===== config.mk =====
export PLATFORM = sky130hd
export DESIGN_NAME = q2e_fifo
export DESIGN_NICKNAME = d
export VERILOG_FILES = /design/src/sv/q2e_pkg.sv /design/src/sv/q2e_fifo.sv
export SDC_FILE = /design/constraint.sdc
export NUM_CORES = 1
export LEC_CHECK = 0
export BUFFER_PORTS_ARGS = -buffer_cell sky130_fd_sc_hd__buf_4
export CAP_MARGIN = 20
export CORE_MARGIN = 5
export CORE_UTILIZATION = 35
export DETAILED_ROUTE_END_ITERATION = 8
export PLACE_DENSITY = 0.53
export SYNTH_ARGS = -nofsm -noshare
export SYNTH_HDL_FRONTEND = slang
export SYNTH_SLANG_ARGS = --single-unit

===== constraint.sdc =====
create_clock -name aclk -period 13.2 [get_ports aclk]
set_clock_uncertainty 0.2 [all_clocks]
set_input_delay 3.96 -clock aclk [delete_from_list [all_inputs] [get_ports aclk]]
set_output_delay 3.96 -clock aclk [all_outputs]
set_load 0.03 [all_outputs]

===== src/sv/q2e_pkg.sv =====
// Shared types, constants and helper functions for the quaternion to Euler angle block.
// Has no dependencies. Every RTL file in the project imports it.
package q2e_pkg;

    localparam int SW = 34;   // sine/cosine terms, 2^27 = 1.0
    localparam int CW = 28;   // square-root result width
    localparam int XW = 37;   // CORDIC vector width
    localparam int ZW = 26;   // angle accumulator, 2^-16 degree

    localparam logic signed [SW-1:0] ONE_Q27 = SW'(64'sd134217728);
    localparam logic signed [ZW-1:0] DEG90   = ZW'(32'sd5898240);
    localparam logic signed [ZW-1:0] DEG180  = ZW'(32'sd11796480);
    localparam logic signed [ZW-1:0] LIM_X   = ZW'(32'sd5760);
    localparam logic signed [ZW-1:0] LIM_YZ  = ZW'(32'sd11520);

    typedef struct packed {
        logic signed [SW-1:0] sx;
        logic signed [SW-1:0] sy;
        logic signed [SW-1:0] cy;
        logic signed [SW-1:0] sz;
        logic signed [SW-1:0] cz;
        logic [CW-1:0]        cx;
        logic                 pole;
    } item_t;

    typedef struct packed {
        logic full;
        logic empty;
    } fifo_stat_t;

    function automatic logic signed [ZW-1:0] atan_entry(input int idx);
        logic signed [ZW-1:0] r;
        case (idx)
            0: r = ZW'(32'sd2949120);
            1: r = ZW'(32'sd1740967);
            2: r = ZW'(32'sd919879);
            3: r = ZW'(32'sd466945);
            4: r = ZW'(32'sd234379);
            5: r = ZW'(32'sd117304);
            6: r = ZW'(32'sd58666);
            7: r = ZW'(32'sd29335);
            8: r = ZW'(32'sd14668);
            9: r = ZW'(32'sd7334);
            10: r = ZW'(32'sd3667);
            11: r = ZW'(32'sd1833);
            12: r = ZW'(32'sd917);
            13: r = ZW'(32'sd458);
            14: r = ZW'(32'sd229);
            15: r = ZW'(32'sd115);
            16: r = ZW'(32'sd57);
            17: r = ZW'(32'sd29);
            18: r = ZW'(32'sd14);
            19: r = ZW'(32'sd7);
            20: r = ZW'(32'sd4);
            21: r = ZW'(32'sd2);
            22: r = ZW'(32'sd1);
            default: r = '0;
        endcase
        return r;
    endfunction

    // Round half up to 1/64 degree, then saturate to +/- lim.
    function automatic logic signed [ZW-1:0] round_sat(input logic signed [ZW-1:0] a,
                                                       input logic signed [ZW-1:0] lim);
        logic signed [ZW:0] s;
        logic signed [ZW:0] r;
        s = (ZW+1)'(a) + (ZW+1)'(27'sd512);
        r = s >>> 10;
        if (r > (ZW+1)'(lim))
            r = (ZW+1)'(lim);
        if (r < -(ZW+1)'(lim))
            r = -(ZW+1)'(lim);
        return ZW'(r);
    endfunction

endpackage


===== src/sv/q2e_fifo.sv =====
// Four-word queue between the front end and the CORDIC back end.
// Depends on q2e_pkg.
module q2e_fifo (
    input  logic                 aclk,
    input  logic                 aresetn,
    input  logic                 push,
    input  q2e_pkg::item_t       push_item,
    input  logic                 pop,
    output q2e_pkg::item_t       head,
    output q2e_pkg::fifo_stat_t  stat
);
    import q2e_pkg::*;

    localparam int DEPTH = 4;
    localparam int AW    = $clog2(DEPTH);

    item_t         mem [DEPTH];
    logic [AW-1:0] wr_ptr_reg, rd_ptr_reg;
    logic [AW:0]   count_reg;

    assign stat.full  = (count_reg == (AW+1)'(DEPTH));
    assign stat.empty = (count_reg == '0);
    assign head       = mem[rd_ptr_reg];

    always_ff @(posedge aclk) begin
        if (push)
            mem[wr_ptr_reg] <= push_item;
    end

    always_ff @(posedge aclk) begin
        if (!aresetn) begin
            wr_ptr_reg <= '0;
            rd_ptr_reg <= '0;
            count_reg  <= '0;
        end else begin
            if (push)
                wr_ptr_reg <= wr_ptr_reg + 1'b1;
            if (pop)
                rd_ptr_reg <= rd_ptr_reg + 1'b1;
            if (push && !pop)
                count_reg <= count_reg + 1'b1;
            else if (pop && !push)
                count_reg <= count_reg - 1'b1;
        end
    end

    a_no_overflow: assert property (@(posedge aclk) disable iff (!aresetn)
        !(push && stat.full && !pop)) else $error("push into full queue");
    a_no_underflow: assert property (@(posedge aclk) disable iff (!aresetn)
        !(pop && stat.empty)) else $error("pop from empty queue");
    a_count_bound: assert property (@(posedge aclk) disable iff (!aresetn)
        count_reg <= (AW+1)'(DEPTH)) else $error("queue count out of range");

endmodule


==> flow_summary.json <==
{
  "die_area_um2": 89100,
  "cts_resized": 0,
  "cts_setup_buffers": 0,
  "largest_register_ff_count": 796,
  "hold_viol_final": 0,
  "cts_sinks": 805,
  "path_max_fanout": 61,
  "insertion_delay_ns": 0.62,
  "synthesis.area_um2": 29100,
  "synthesis.instances": 1082,
  "regArea_um2": 24100,
  "ys_types": 21,
  "fmax_ghz": 0.128,
  "gr-total-overflow": 0,
  "stdcell_count": 2690,
  "syn2layout_area_growth_pct": 24.5,
  "die_w_um": 298,
  "nets": 1755,
  "drt-vias-per-instance": 4.82,
  "status": "complete, no violations",
  "total_leakage_power_nw": 12.0,
  "clkTransAtPathRegs_ns": 0.06,
  "tightest_slew_ns": 1.09,
  "coreArea_um2": 82400,
  "drt-initial-drc-count": 677,
  "firstDrtPassIters": 4,
  "h-tree-depth": 3,
  "drv_cap": 0,
  "antenna_found_initial": 8,
  "worstReg2RegStart": "wr_ptr_reg[0]$_SDFFE_PN0P_",
  "drive_above_1_share": 0.463,
  "ir_drop_mv": 0.116,
  "crit_type": "reg2out",
  "dp_cells": 2527,
  "io_pins": 404,
  "syn_avg_cell_area_um2": 26.9,
  "grt_max_degree": 114,
  "grt_pass1_wl_mm": 91.5,
  "clk_path_buf_depth": 3,
  "grt_pass1_vias": 14100,
  "cp.required_ns": 9.04,
  "cts_tree": "built",
  "start_kind": "register",
  "period_needed_ns": 7.82,
  "period_share": 0.592,
  "drcViolationCount": 0,
  "hold_class": "reg2reg",
  "endpoint_kind": "output port",
  "place_congestion": 0.720,
  "postRouteAntennaNets": 0,
  "fill_cells": 7043,
  "yosysWarnings": 0,
  "grt_usage": 0.135,
  "maxSlewViolCount": 0,
  "hold_buffers": 0,
  "cp.arrival_ns": 3.66,
  "via_count": 13000,
  "p_per_area_nw_per_um2": 169,
  "slew_headroom": 0.273,
  "fin_tns_setup_ns": 0,
  "die_h_um": 298,
  "start_util": 0.354,
  "rsz0062_at_grt": "no",
  "clockRootBuffer": "clkbuf_16",
  "std_cell_rows": 105,
  "hold_start": "count_reg[2]$_SDFFE_PN0P_",
  "multi_input_area_um2": 4740,
  "port_buffers": 403,
  "cts_made_buffers": 87,
  "synth_seq_cells": 805,
  "syn_nets": 1291,
  "wl_per_cell_um": 22.8,
  "setup_viol": 0,
  "routed_wirelength_mm": 61.4,
  "yosysSeqAreaShare": 0.827,
  "hpwl_mm": 36.6
}
-- cells in the final DEF, fill, tap and decap left out, types with 2 or more instances in the layout --
| cell | synthesis | layout |
|---|---|---|
| edfxtp_1 | 796 | 796 |
| inv_6 | 0 | 2 |
| buf_12 | 0 | 3 |
| clkinv_16 | 0 | 4 |
| dfxtp_1 | 9 | 7 |
| clkbuf_16 | 0 | 88 |
| clkbuf_1 | 1 | 17 |
| dfxtp_4 | 0 | 2 |
| xnor2_1 | 2 | 2 |
| buf_4 | 0 | 416 |
| xor2_1 | 3 | 3 |
| clkinvlp_4 | 0 | 2 |
| and2_1 | 9 | 5 |
| diode_2 | 0 | 5 |
| clkinv_2 | 0 | 15 |
| nor2b_1 | 2 | 2 |
| clkinv_4 | 0 | 3 |
| bufinv_16 | 0 | 9 |
| ha_1 | 5 | 5 |
| mux2i_1 | 2 | 2 |
| inv_1 | 4 | 4 |
| clkinv_1 | 0 | 17 |
| mux4_2 | 199 | 199 |
| and2_4 | 0 | 4 |
-- cells in the mapped netlist (all sizes together) --
cell    instances  share of area
a21boi          1        0.00026
and2            9         0.0019
buf            43          0.010
clkbuf          1        0.00013
dfxtp           9         0.0062
edfxtp        796           0.82
fa              1        0.00069
ha              5         0.0021
inv             4        0.00052
mux2i           2        0.00069
mux4          199           0.15
nand2           1        0.00013
nor2b           2        0.00043
nor3            1        0.00017
nor3b           1        0.00026
o21ai           1        0.00017
or3             1        0.00021
xnor2           2        0.00060
xor2            3        0.00090
-- final cells by class --
class                   count  area share
multi-input cells         229       0.131
diodes                      5    0.000345
well taps                1070      0.0369
flip-flops and latches    805       0.665
clock inverters            53      0.0167
clock buffers             105      0.0625
inverters                   4    0.000414
repair buffers            419      0.0878
-- power breakdown --
part / internal (mW) / switching [mW]
combinational: 0.304 / 0.447
sequential: 2.94 / 0.0311
clock: 1.41 / 0.976
total: 4.66 / 1.45
-- kinds of logic after synthesis --
group | after synthesis | share of synthesized area
flip-flops | 805 | 0.827
AND/OR/NAND/NOR | 15 | 0.00314
multiplexers | 201 | 0.155
adder cells (fa/ha/maj) | 6 | 0.00284
AO/OA/AOI/OAI | 2 | 0.000429
XOR/XNOR | 5 | 0.00150
buffers and inverters | 48 | 0.0107
-- through the flow --
stage          hold WS [ns]  worst slack [ns]  total power, mW  instance area [um^2]  utilization
2_1_floorplan         0.272              3.94             3.50                 29100            -
3_3_place_gp          0.290              5.92             3.79                 33400        0.405
3_5_place_dp          0.320              5.90             3.80                 33400        0.405
4_1_cts               0.327              5.21             6.22                 36200        0.440
5_1_grt               0.381              5.15             6.36                 36200        0.440
6_report              0.326              5.38             6.11                 36300        0.440
-- worst max-delay path, cell delays in order (launching register included) --
cell and delay, ns:
dfxtp_4 0.76, buf_4 0.69, buf_4 0.81, mux4_2 0.45, buf_4 0.19
-- layer usage --
layer | global-route usage | routed length, um | vias to the layer above
li1 | - | - | 5646
met1 | 0.165 | 23700 | 6833
met2 | 0.226 | 30900 | 379
met3 | 0.0554 | 5430 | 101
met4 | 0.0347 | 1310 | 8
met5 | 0 | 56 | -
-- final timing paths --
path | slack, ns | endpoint | depth (start not counted)
worst max register to register | 9.67 | mem[3][168]$_DFFE_PP_ | 4
worst min register to register | 0.33 | count_reg[2]$_SDFFE_PN0P_ | 2
worst min-delay path | 0.33 | count_reg[2]$_SDFFE_PN0P_ | 2
worst max-delay path | 5.38 | head[83] | 4
No activity file was read; power rests on OpenSTA's default activity.
